## src/hdl/assert_macros.svh

```systemverilog
// Assertion helpers used by the key release debouncer.
`ifndef ASSERT_MACROS_SVH
`define ASSERT_MACROS_SVH

// Same-cycle implication, checked only outside reset.
`define KRD_ASSERT_NOW(label, clk, rst_n, ante, cons) \
  label: assert property (@(posedge clk) disable iff (!rst_n) (ante) |-> (cons)) \
    else $error("same-cycle check failed");

// Next-cycle implication, checked only outside reset.
`define KRD_ASSERT_NEXT(label, clk, rst_n, ante, cons) \
  label: assert property (@(posedge clk) disable iff (!rst_n) (ante) |=> (cons)) \
    else $error("next-cycle check failed");

`endif

```

## src/hdl/krd_pkg.sv

```systemverilog
`default_nettype none

package krd_pkg;

  // Field widths of the words that cross the ports.
  localparam int TIME_BITS     = 48;
  localparam int KEY_BITS      = 16;
  localparam int DEV_BITS      = 8;
  localparam int INTERVAL_BITS = 24;
  localparam int CODE_BITS     = 3;

  // Input item kinds. Codes six and seven behave as a tick.
  typedef enum logic [CODE_BITS-1:0] {
    KIND_PRESS   = 3'd0,
    KIND_RELEASE = 3'd1,
    KIND_REPEAT  = 3'd2,
    KIND_TICK    = 3'd3,
    KIND_QUERY   = 3'd4,
    KIND_CLEAR   = 3'd5
  } kind_t;

  // Result codes.
  typedef enum logic [CODE_BITS-1:0] {
    WHAT_PRESSED  = 3'd0,
    WHAT_RELEASED = 3'd1,
    WHAT_REPEATED = 3'd2,
    WHAT_REPORT   = 3'd3,
    WHAT_NONE     = 3'd4,
    WHAT_FULL     = 3'd5
  } what_t;

  // Sequencer states.
  typedef enum logic [1:0] {
    ST_IDLE,
    ST_SCAN,
    ST_DECIDE,
    ST_FINISH
  } state_t;

  // What the current table sweep is looking for.
  typedef enum logic [1:0] {
    MODE_FLUSH,
    MODE_QUERY,
    MODE_FIND
  } mode_t;

  // Input word.
  typedef struct packed {
    logic [CODE_BITS-1:0] kind;
    logic [TIME_BITS-1:0] event_time;
    logic [KEY_BITS-1:0]  key_code;
    logic [DEV_BITS-1:0]  device_id;
  } in_word_t;

  // Result word.
  typedef struct packed {
    logic [CODE_BITS-1:0] what;
    logic [TIME_BITS-1:0] out_time;
    logic [KEY_BITS-1:0]  out_key_code;
    logic [DEV_BITS-1:0]  out_device_id;
    logic                 last;
  } out_word_t;

  // One row of the key table memory.
  typedef struct packed {
    logic [KEY_BITS-1:0]  key;
    logic [DEV_BITS-1:0]  dev;
    logic [TIME_BITS-1:0] rtime;
  } entry_t;

endpackage

`default_nettype wire

```

## src/hdl/key_release_debouncer.sv

```systemverilog
`default_nettype none
// Channel    | Ports                          | Handshake
// -----------+--------------------------------+-------------------------------------
// input      | start, in_data, busy           | word taken when start=1 and busy=0
// result     | out_strobe, out_data           | word valid for the one strobe cycle
// config     | cfg_we, cfg_wdata              | interval written when cfg_we=1
//
// Each item but a zero-interval pass-through sweeps the key table through one deadline
// adder and comparator. A sweep reads each row through a registered memory read, then
// a deadline stage and a compare stage, then decides. A key event or query that flushes
// R releases runs R+2 sweeps, other kinds one sweep fewer; a pass-through runs none.
// A result is held until the next one is found or the item ends; the receiver cannot stall.
// Synchronous active-low reset empties the table and zeroes the interval.

module key_release_debouncer #(
  parameter int TABLE_DEPTH = 16
) (
  input  wire logic                                  clk,
  input  wire logic                                  rst_n,
  input  wire logic                                  start,
  input  wire krd_pkg::in_word_t                     in_data,
  output logic                                       busy,
  output logic                                       out_strobe,
  output krd_pkg::out_word_t                         out_data,
  input  wire logic                                  cfg_we,
  input  wire logic [krd_pkg::INTERVAL_BITS-1:0]     cfg_wdata
);

  import krd_pkg::*;

`include "assert_macros.svh"

  localparam int IDX_W = (TABLE_DEPTH > 1) ? $clog2(TABLE_DEPTH) : 1;
  localparam logic [IDX_W-1:0] LAST_IDX = IDX_W'(TABLE_DEPTH - 1);

  // Control state.
  state_t                   state_r, state_nxt;
  mode_t                    mode_r;
  logic [INTERVAL_BITS-1:0] interval_r;
  in_word_t                 item_r;

  // Per-entry flag bits.
  logic [TABLE_DEPTH-1:0]   valid_r, down_r, pend_r;
  logic [TABLE_DEPTH-1:0]   valid_nxt, down_nxt, pend_nxt;

  // Key table memory.
  entry_t                   mem_r [TABLE_DEPTH];
  entry_t                   mem_rd_r;

  // Sweep pipeline.
  logic                     issue_r;
  logic [IDX_W-1:0]         cnt_r;
  logic                     p1_v_r;
  logic [IDX_W-1:0]         p1_idx_r;
  logic                     p2_v_r;
  logic [IDX_W-1:0]         p2_idx_r;
  logic [TIME_BITS-1:0]     p2_dl_r;
  logic [KEY_BITS-1:0]      p2_key_r;
  logic [DEV_BITS-1:0]      p2_dev_r;
  logic                     p2_cand_r, p2_match_r, p2_free_r;

  // Sweep results.
  logic                     best_found_r;
  logic [IDX_W-1:0]         best_idx_r;
  logic [TIME_BITS-1:0]     best_dl_r;
  logic [KEY_BITS-1:0]      best_key_r;
  logic [DEV_BITS-1:0]      best_dev_r;
  logic                     match_found_r, free_found_r;
  logic [IDX_W-1:0]         match_idx_r, free_idx_r;

  // Held result and output register.
  logic                     held_v_r;
  out_word_t                held_r;
  logic                     out_strobe_r;
  out_word_t                out_r;

  // Combinational controls.
  logic                     accept, passthru, scan_end;
  logic                     scan_start;
  mode_t                    scan_mode;
  logic                     push, finish_emit;
  out_word_t                push_word;
  logic [IDX_W-1:0]         ent_idx;
  logic                     ent_valid_set, ent_flags_clr;
  logic                     ent_down_set, ent_down_clr, ent_pend_set, ent_pend_clr;
  logic                     clear_all;
  logic                     mem_we;
  entry_t                   mem_wdata;
  logic [IDX_W-1:0]         find_idx;
  logic                     cur_down, cur_pend;
  logic [TIME_BITS:0]       dl_sum;
  logic [TIME_BITS-1:0]     dl_sat;

  assign busy       = (state_r != ST_IDLE);
  assign accept     = start && !busy;
  assign passthru   = (in_data.kind <= KIND_REPEAT) && (interval_r == '0);
  assign scan_end   = p2_v_r && (p2_idx_r == LAST_IDX);
  assign out_strobe = out_strobe_r;
  assign out_data   = out_r;

  assign find_idx = match_found_r ? match_idx_r : free_idx_r;
  assign cur_down = match_found_r && down_r[find_idx];
  assign cur_pend = match_found_r && pend_r[find_idx];

  // Release deadline of the row just read, saturated to the largest time.
  assign dl_sum = {1'b0, mem_rd_r.rtime} + (TIME_BITS + 1)'(interval_r);
  assign dl_sat = dl_sum[TIME_BITS] ? '1 : dl_sum[TIME_BITS-1:0];

  // Next state.
  always_comb begin
    state_nxt = state_r;
    unique case (state_r)
      ST_IDLE: begin
        if (accept) begin
          state_nxt = passthru ? ST_FINISH : ST_SCAN;
        end
      end
      ST_SCAN: begin
        if (scan_end) begin
          state_nxt = ST_DECIDE;
        end
      end
      ST_DECIDE: begin
        if (mode_r == MODE_FLUSH &&
            (best_found_r || item_r.kind <= KIND_REPEAT || item_r.kind == KIND_QUERY)) begin
          state_nxt = ST_SCAN;
        end else begin
          state_nxt = ST_FINISH;
        end
      end
      ST_FINISH: begin
        state_nxt = ST_IDLE;
      end
    endcase
  end

  // Sequencer outputs: sweeps, results and table updates.
  always_comb begin
    scan_start    = 1'b0;
    scan_mode     = MODE_FLUSH;
    push          = 1'b0;
    push_word     = '0;
    finish_emit   = 1'b0;
    ent_idx       = find_idx;
    ent_valid_set = 1'b0;
    ent_flags_clr = 1'b0;
    ent_down_set  = 1'b0;
    ent_down_clr  = 1'b0;
    ent_pend_set  = 1'b0;
    ent_pend_clr  = 1'b0;
    clear_all     = 1'b0;
    mem_we        = 1'b0;
    mem_wdata.key   = item_r.key_code;
    mem_wdata.dev   = item_r.device_id;
    mem_wdata.rtime = '0;
    unique case (state_r)
      ST_IDLE: begin
        if (accept) begin
          if (passthru) begin
            push                    = 1'b1;
            push_word.what          = in_data.kind;
            push_word.out_time      = in_data.event_time;
            push_word.out_key_code  = in_data.key_code;
            push_word.out_device_id = in_data.device_id;
          end else begin
            scan_start = 1'b1;
          end
        end
      end
      ST_SCAN: begin
      end
      ST_DECIDE: begin
        unique case (mode_r)
          MODE_FLUSH: begin
            if (best_found_r) begin
              // Emit the earliest expired release and sweep again.
              push                    = 1'b1;
              push_word.what          = WHAT_RELEASED;
              push_word.out_time      = best_dl_r;
              push_word.out_key_code  = best_key_r;
              push_word.out_device_id = best_dev_r;
              ent_idx                 = best_idx_r;
              ent_down_clr            = 1'b1;
              ent_pend_clr            = 1'b1;
              scan_start              = 1'b1;
            end else if (item_r.kind <= KIND_REPEAT) begin
              scan_start = 1'b1;
              scan_mode  = MODE_FIND;
            end else if (item_r.kind == KIND_QUERY) begin
              scan_start = 1'b1;
              scan_mode  = MODE_QUERY;
            end else if (item_r.kind == KIND_CLEAR) begin
              clear_all = 1'b1;
            end
          end
          MODE_QUERY: begin
            push = 1'b1;
            if (best_found_r) begin
              push_word.what     = WHAT_REPORT;
              push_word.out_time = best_dl_r;
            end else begin
              push_word.what = WHAT_NONE;
            end
          end
          MODE_FIND: begin
            if (!match_found_r && !free_found_r) begin
              push                    = 1'b1;
              push_word.what          = WHAT_FULL;
              push_word.out_time      = item_r.event_time;
              push_word.out_key_code  = item_r.key_code;
              push_word.out_device_id = item_r.device_id;
            end else begin
              // A new key takes the first free row with clear flags.
              if (!match_found_r) begin
                ent_valid_set = 1'b1;
                ent_flags_clr = 1'b1;
                mem_we        = 1'b1;
              end
              push_word.out_time      = item_r.event_time;
              push_word.out_key_code  = item_r.key_code;
              push_word.out_device_id = item_r.device_id;
              priority if (item_r.kind == KIND_PRESS) begin
                if (cur_pend) begin
                  ent_pend_clr = 1'b1;
                end else if (!cur_down) begin
                  ent_down_set   = 1'b1;
                  push           = 1'b1;
                  push_word.what = WHAT_PRESSED;
                end
              end else if (item_r.kind == KIND_RELEASE) begin
                if (cur_down) begin
                  ent_pend_set    = 1'b1;
                  mem_we          = 1'b1;
                  mem_wdata.rtime = item_r.event_time;
                end
              end else begin
                if (cur_down) begin
                  ent_pend_clr   = 1'b1;
                  push           = 1'b1;
                  push_word.what = WHAT_REPEATED;
                end
              end
            end
          end
          default: begin
          end
        endcase
      end
      ST_FINISH: begin
        finish_emit = held_v_r;
      end
    endcase
  end

  // Flag updates; a set wins over a clear of the same cycle.
  always_comb begin
    valid_nxt = valid_r;
    down_nxt  = down_r;
    pend_nxt  = pend_r;
    if (clear_all) begin
      valid_nxt = '0;
      down_nxt  = '0;
      pend_nxt  = '0;
    end else begin
      if (ent_valid_set) begin
        valid_nxt[ent_idx] = 1'b1;
      end
      if (ent_flags_clr || ent_down_clr) begin
        down_nxt[ent_idx] = 1'b0;
      end
      if (ent_flags_clr || ent_pend_clr) begin
        pend_nxt[ent_idx] = 1'b0;
      end
      if (ent_down_set) begin
        down_nxt[ent_idx] = 1'b1;
      end
      if (ent_pend_set) begin
        pend_nxt[ent_idx] = 1'b1;
      end
    end
  end

  // Control registers.
  always_ff @(posedge clk) begin
    if (!rst_n) begin
      state_r      <= ST_IDLE;
      mode_r       <= MODE_FLUSH;
      interval_r   <= '0;
      valid_r      <= '0;
      down_r       <= '0;
      pend_r       <= '0;
      issue_r      <= 1'b0;
      cnt_r        <= '0;
      p1_v_r       <= 1'b0;
      p2_v_r       <= 1'b0;
      held_v_r     <= 1'b0;
      out_strobe_r <= 1'b0;
    end else begin
      state_r <= state_nxt;
      if (cfg_we) begin
        interval_r <= cfg_wdata;
      end

      // Sweep issue counter and pipeline valids.
      p1_v_r <= issue_r;
      p2_v_r <= p1_v_r;
      if (scan_start) begin
        mode_r  <= scan_mode;
        issue_r <= 1'b1;
        cnt_r   <= '0;
      end else if (issue_r) begin
        cnt_r <= cnt_r + 1'b1;
        if (cnt_r == LAST_IDX) begin
          issue_r <= 1'b0;
        end
      end

      valid_r <= valid_nxt;
      down_r  <= down_nxt;
      pend_r  <= pend_nxt;

      // A result waits in the held slot until the next one or the end of the item.
      out_strobe_r <= (push && held_v_r) || finish_emit;
      if (push) begin
        held_v_r <= 1'b1;
      end else if (finish_emit) begin
        held_v_r <= 1'b0;
      end
    end
  end

  // Item capture, sweep data path and result words.
  always_ff @(posedge clk) begin
    if (accept) begin
      item_r <= in_data;
    end
    p1_idx_r <= cnt_r;

    // Deadline and match stage.
    p2_idx_r   <= p1_idx_r;
    p2_dl_r    <= dl_sat;
    p2_key_r   <= mem_rd_r.key;
    p2_dev_r   <= mem_rd_r.dev;
    p2_cand_r  <= valid_r[p1_idx_r] && pend_r[p1_idx_r];
    p2_match_r <= valid_r[p1_idx_r] && mem_rd_r.key == item_r.key_code &&
                  mem_rd_r.dev == item_r.device_id;
    p2_free_r  <= !valid_r[p1_idx_r];

    // Compare stage: strict less-than keeps ties in table order.
    if (scan_start) begin
      best_found_r  <= 1'b0;
      match_found_r <= 1'b0;
      free_found_r  <= 1'b0;
    end else if (p2_v_r) begin
      unique case (mode_r)
        MODE_FLUSH, MODE_QUERY: begin
          if (p2_cand_r && (mode_r == MODE_QUERY || p2_dl_r <= item_r.event_time) &&
              (!best_found_r || p2_dl_r < best_dl_r)) begin
            best_found_r <= 1'b1;
            best_idx_r   <= p2_idx_r;
            best_dl_r    <= p2_dl_r;
            best_key_r   <= p2_key_r;
            best_dev_r   <= p2_dev_r;
          end
        end
        MODE_FIND: begin
          if (p2_match_r) begin
            match_found_r <= 1'b1;
            match_idx_r   <= p2_idx_r;
          end
          if (p2_free_r && !free_found_r) begin
            free_found_r <= 1'b1;
            free_idx_r   <= p2_idx_r;
          end
        end
        default: begin
        end
      endcase
    end

    if (push) begin
      held_r <= push_word;
      if (held_v_r) begin
        out_r <= {held_r.what, held_r.out_time, held_r.out_key_code,
                  held_r.out_device_id, 1'b0};
      end
    end else if (finish_emit) begin
      out_r <= {held_r.what, held_r.out_time, held_r.out_key_code,
                held_r.out_device_id, 1'b1};
    end
  end

  // Key table memory: one write port, one registered read port.
  always_ff @(posedge clk) begin
    if (mem_we) begin
      mem_r[ent_idx] <= mem_wdata;
    end
    mem_rd_r <= mem_r[cnt_r];
  end

  // Results only come out of a running item.
  `KRD_ASSERT_NOW(a_strobe_from_item, clk, rst_n, out_strobe, $past(busy))
  // An accepted item always makes the block busy after it is taken.
  `KRD_ASSERT_NEXT(a_accept_busy, clk, rst_n, start && !busy, busy)
  // Nothing follows the final word of an item.
  `KRD_ASSERT_NEXT(a_last_ends, clk, rst_n, out_strobe && out_data.last, !out_strobe)
  // The held slot is drained before the block goes idle.
  `KRD_ASSERT_NOW(a_idle_empty, clk, rst_n, state_r == ST_IDLE, !held_v_r)

endmodule

`default_nettype wire
```

## config.mk

```make
export PLATFORM = sky130hd
export DESIGN_NAME = key_release_debouncer
export DESIGN_NICKNAME = d
export VERILOG_FILES = /design/src/hdl/krd_pkg.sv /design/src/hdl/key_release_debouncer.sv
export VERILOG_INCLUDE_DIRS = /design/src /design/src/hdl
export SDC_FILE = /design/constraint.sdc
export NUM_CORES = 2
export LEC_CHECK = 0
export ABC_AREA = 1
export BUFFER_PORTS_ARGS = -buffer_cell sky130_fd_sc_hd__buf_2
export CAP_MARGIN = 20
export CORE_AREA = 5 5 421 299
export DETAILED_ROUTE_END_ITERATION = 12
export DIE_AREA = 0 0 426 304
export PLACE_DENSITY = 0.72
export SETUP_SLACK_MARGIN = 0.02
export SLEW_MARGIN = 15
export SYNTH_ARGS = -nofsm -noshare
export SYNTH_HDL_FRONTEND = slang
export SYNTH_SLANG_ARGS = --single-unit
```

## constraint.sdc

```tcl
create_clock -name clk -period 6.3 [get_ports clk]
set_input_delay 0.315 -clock clk [delete_from_list [all_inputs] [get_ports clk]]
set_output_delay 0.315 -clock clk [all_outputs]
set_load 0.02 [all_outputs]
```

* Word level (Yosys, flattened, before mapping)
Memories as Yosys holds them, arrays and structs flattened. A register that Yosys moved wholly into a read port is not among the register bits.
Index checks and enable logic that the tools add are counted.
** Word-level totals
- Bits in registers :: 481
- Memories :: 1
- RAM bits :: 1152
- Output and inout bits :: 78
** Memory list
- mem_r :: depth 16, bits a word 72, rd ports 1, clocked after memory_dff 1, write ports 1, line key_release_debouncer.sv:47 : entry_t mem_r [TABLE_DEPTH];
** Operators by class
- Mux-type cells :: 109
- Reductions and logical operators :: 44
- Eq/ne operators :: 15
- Add/subtract/negate cells :: 2
- Bitwise logic cells :: 8
- $lt $le $gt $ge :: 8
** Operator list (number)
- $mux 48 :: 7
- $mux 76 :: 3
- $mux 75 :: 3
- $pmux 51 s3 :: 1
- $pmux 75 s2 :: 1
- $mux 16 :: 6
- $mux 73 :: 1
- $mux 1 :: 60
- $add 48x24->49 :: 1
- $le 48x48->1 :: 1
- $lt 48x48->1 :: 1
- $or 16x16->16 :: 3
- $pmux 24 s2 :: 1
- $and 16x16->16 :: 2
- $logic_not 24->1 :: 1
- $mux 2 :: 11
- $bmux 1 s4 :: 4
- $eq 16x16->1 :: 1
- $mux 4 :: 4
- $not 16->16 :: 1
- $logic_and 1x1->1 :: 15
- $lt 4x5->1 const B :: 3
- $reduce_and 4->1 :: 3
- $reduce_and 3->1 :: 3
- 23 further kinds :: 49

* Logic depth before layout (Yosys ltp)
- Word-level depth :: 15
- Gate-level depth with buffers :: 18

* Worst setup path after synthesis
OpenSTA, ideal clock, no wires.
- Path kind :: reg-to-reg
- Start point :: register state_r[0]
- End point :: register held_r[10] (netlist bit) (enable)
- Required time :: 5.864 ns
- Path buffers :: 1
- Cell stages (with the launch flop) :: 9
- Arrival time :: 6.185 ns
- Path slack :: -0.321 ns
- Library setup time :: 0.436 ns
- Path through :: dfxtp_1 nor2_1 inv_1 nor2_1 inv_1 nor2_1 clkbuf_1 inv_1 nand2_1
** On the way
- Cells in the longest elaborated chain, start to end :: 5
** RTL lines
- from (decl) :: line key_release_debouncer.sv:37 : state_t state_r, state_nxt;
- from (signal assigned) :: line key_release_debouncer.sv:299 : state_r <= state_nxt;
- $reduce_bool 2->1 :: line key_release_debouncer.sv:94 : assign busy = (state_r != ST_IDLE);
- named net busy :: line key_release_debouncer.sv:22 : output logic busy,
- $logic_not 1->1 :: line key_release_debouncer.sv:95 : assign accept = start && !busy;
- $logic_and 1x1->1 :: line key_release_debouncer.sv:95
- named net accept :: line key_release_debouncer.sv:78 : logic accept, passthru, scan_end;
- $mux 1 :: line key_release_debouncer.sv:158 : if (accept) begin
- $pmux 1 s2 :: line key_release_debouncer.sv:156 : unique case (state_r)
- named net push :: line key_release_debouncer.sv:81 : logic push, finish_emit;
- to (signal assigned) :: line key_release_debouncer.sv:382 : held_r <= push_word;
- to (decl) :: line key_release_debouncer.sv:73 : out_word_t held_r;
The timed path passes the listed nets, and every way through them passes these cells.
A chain may end at the register's enable or synchronous reset.

* Worst setup path after layout
- Start point :: register match_found_r
- End point :: memory mem_r[4][6] (netlist bit) (enable)
** On the way
- Cells in the longest elaborated chain, start to end :: 12
** RTL lines
- from (decl) :: line key_release_debouncer.sv:68 : logic match_found_r, free_found_r;
- from (signal assigned) :: line key_release_debouncer.sv:352 : match_found_r <= 1'b0;
- from (signal assigned) :: line key_release_debouncer.sv:368 : match_found_r <= 1'b1;
- $mux 4 :: line key_release_debouncer.sv:101 : assign find_idx = match_found_r ? match_idx_r : free_idx_r;
- $bmux 1 s4 :: line key_release_debouncer.sv:102 : assign cur_down = match_found_r && down_r[find_idx];
- $mux 1 (implied by the code) :: line key_release_debouncer.sv:102
- $logic_and 1x1->1 :: line key_release_debouncer.sv:102
- $mux 1 :: line key_release_debouncer.sv:231 : if (cur_down) begin
- $mux 1 :: line key_release_debouncer.sv:230 : end else if (item_r.kind == KIND_RELEASE) begin
- $mux 1 :: line key_release_debouncer.sv:222 : priority if (item_r.kind == KIND_PRESS) begin
- $mux 1 :: line key_release_debouncer.sv:206 : if (!match_found_r && !free_found_r) begin
- $mux 1 :: line key_release_debouncer.sv:173 : unique case (mode_r)
- $mux 1 :: line key_release_debouncer.sv:156
- $mux 1 :: line key_release_debouncer.sv:395 : if (mem_we) begin
- $mux 1 (implied by the code) :: line key_release_debouncer.sv:396 : mem_r[ent_idx] <= mem_wdata;
- to (decl) :: line key_release_debouncer.sv:47
Parallel ways exist; a longest one is shown, timed or not. The select of a mux whose other input is x is not followed.

==> out/metrics.yaml <==
run:
  drv_cap: 0
cells_and_area:
  finalNonFillerCells: 7410
  fin_nets: 5872
  syn2layout_area_growth_pct: 12.9
  drive_gt1_share_pct: 9.53
  final_area_um2: 76100
  fillers: 9046
critical_path:
  critical_path_class: "flip-flop to flip-flop"
  critPathMaxFanout: 45
  cp-startpoint: "match_found_r"
  start_kind: "flip-flop"
  worstPathArrival_ps: 5280
  end_kind: "flip-flop"
  reg2reg_from: "match_found_r"
  r2r_end: "mem_r[4][6]"
  ff2ff_path_depth: 13
  r2r_slack_ps: 1420
  crit_required_ps: 6690
yosys:
  yosys-top-cells-area: "edfxtp_1 (65%), dfxtp_1 (7.2%), o21ai_0 (5.1%)"
  syn_inst: 5419
  syn_area_um2: 67400
  ys_top_cells_by_count: "edfxtp_1 (1462), nor2_1 (790), o21ai_0 (681)"
  ys_warn_count: 0
  synth_top_cell_by_area: "edfxtp_1"
  synthArstFlopShare_pct: 0
  synth_area_per_cell_um2: 12.4
  synth_top_area_share_pct: 65.1
  synth.distinct_cells: 52
  synth_ff_type: "edfxtp_1"
  synth_seq_area_share_pct: 72.3
  synthesis.nets: 5643
  synth_most_common_cell: "edfxtp_1"
  synth_seq_cells: 1705
  synth_edf_count: 1462
die:
  top_level_ports: 181
  rows: 107
  dieWidth_um: 426
  core_um2: 121000
  die_h_um: 304
  die_area_um2: 130000
  start_util_pct: 55.7
clocking:
  h-tree-depth: 4
  clk_pin_slew_worst_paths_ps: 70
  numCtsBuffers: 151
  root_buffer: "clkbuf_16"
  cts_setup_buffers: 0
  cts_buffer_depth: 3
  cts_tree: "built"
  cts_resized: 0
  clock_sinks: 1705
  hold_buffers: 109
  insertion_delay_ps: 790
sta:
  worst_slack_ps: 1420
  fin_setup_tns_ps: 0
  slew-limit-headroom_pct: 25.3
  rsz0062_at_grt: "no"
  finalCritPeriodShare_pct: 77.5
  timing.final.max_slew_violations: 0
  finalClockSkew_ps: 30.4
  fmax_mhz: 205
  setup_violations: 0
  worst_pin_slew_ps: 1120
  layout_min_cycle_time_ps: 4880
  finalHoldViolCount: 0
placed_design:
  dp_slack_ps: 1450
  gp_routability_congestion: 0.941
  hpwl_um: 114000
  place_inst: 7017
  place_area_um2: 70200
  port-buffer-count: 180
detailed_routing:
  wire_per_inst_um: 25.1
  drcViolationCount: 0
  postRouteAntennaNets: 0
  initialDrtViolationCount: 6029
  via_per_inst: 6.09
  routed_wl_um: 186000
  firstDrtPassIters: 8
  vias: 45100
hold_path:
  min_to: "p1_v_r"
  whs_path_depth: 3
  hold_path.startpoint: "rst_n"
  hp-class: "input pin to flip-flop"
outcome:
  status: "complete, no violations"
global_routing:
  grt_pass1_vias: 42900
  grt_max_degree: 221
  antenna_found_initial: 3
  grt_pass1_wl_um: 277000
  track_usage_pct: 28.3
  overflow: 0
power_and_ir_drop:
  leakage_uw: 0.0264
  ir_worst_vdd_v: 0.000273
  cellPowerDensity_nw_per_um2: 312
  p_total_uw: 23700
## layout by cell type, fill, tap and decap left out, drive strengths merged, types with 2 or more instances in the layout
cell type / synthesis / routed
o211ai: 49 / 49
dfxtp: 243 / 243
a21o: 9 / 9
nand2: 557 / 557
o221ai: 134 / 134
o21bai: 2 / 2
bufinv: 0 / 6
or2: 22 / 22
ha: 120 / 120
mux2i: 4 / 4
nand4: 27 / 27
inv: 261 / 263
o21a: 14 / 14
clkbuf: 267 / 205
clkinvlp: 0 / 3
clkinv: 1 / 61
o2111ai: 2 / 2
xnor2: 14 / 14
and3: 2 / 2
a22o: 45 / 45
nor2: 795 / 795
buf: 24 / 257
nor4: 15 / 15
diode: 0 / 5
dlygate4sd3: 0 / 109
edfxtp: 1462 / 1462
o22ai: 179 / 179
a31oi: 23 / 23
a211oi: 4 / 4
o31ai: 2 / 2
nand3b: 6 / 6
o21ai: 686 / 686
xor2: 25 / 25
nand3: 249 / 249
a21oi: 144 / 144
nor3: 27 / 27
## worst max-delay path by stage
stage / to / slack, ps
after global placement: mem_r[4][7] / 1470
after CTS: mem_r[4][6] / 1460
after floorplan: best_dev_r[0] / 930
after global routing: mem_r[4][6] / 1110
after detailed placement: mem_r[4][6] / 1450
final: mem_r[4][6] / 1420
## per-stage QoR
| stage | hold WS (ps) | utilization (%) |
|---|---|---|
| finish | 80.9 | 62.9 |
| global route | 64.1 | 62.9 |
| CTS | 0.978 | 62.8 |
| detailed placement | 354 | 58.0 |
| global placement | 353 | 58.0 |
| floorplan | 329 | - |
## per-layer routing
layer / wire length [um] / part of all wire (%) / vias up / GRT usage [%]
met5: 13 / 0.0070 / - / 0
met4: 7790 / 4.2 / 2 / 11.5
met3: 17900 / 9.6 / 393 / 5.11
met2: 85300 / 46 / 2388 / 43.9
met1: 75400 / 40 / 22100 / 40.1
li1: - / - / 20300 / -
## state kept, by name (all words and copies together) (netlist names), 8 cells and up, named ones only
register,flops
down_r,16
interval_r,24
out_data,76
held_r,75
best_dl_r,48
p2_dl_r,48
best_key_r,16
item_r,75
p2_key_r,16
valid_r,16
mem_r,1152
best_dev_r,8
mem_rd_r,72
p2_dev_r,8
## cell type report
type	count	area (um2)	share of cell area [%]
inverter	262	1000	1.31
clock buffer	204	4220	5.54
tap	1635	2050	2.69
multi-input combinational	3161	16700	22.0
timing repair buffer	367	2760	3.63
clock inverter	71	558	0.733
antenna	5	12.5	0.0164
sequential	1705	48800	64.1
## power by group
part           leakage, uW  internal [uW]  switching, uW
clock network      0.00234           4960           4060
registers           0.0154          12500            374
logic              0.00872            640           1220
total               0.0264          18100           5660
## critical path: stages (launching register included)
cell and delay [ps]:
dfxtp_1 690, nand2_2 280, nand2_2 330, nand2_1 90, nand3_1 70, nand3_1 80
nand3_1 110, nand2_1 100, nor2_4 180, nand3_4 290, nor2_8 390, nor2_2 180
nor2_4 830, buf_4 850
## cell families after synthesis
group	share of synthesized area, %
AOI/OAI and AO/OA	11.3
xor gates and xnor gates	0.507
adders and majority gates	2.26
buffers and inverters	3.13
DFF	72.3
muxes	0.0594
and+or+nand+nor	10.4
Note: power is estimated with default switching activity, not from simulation.
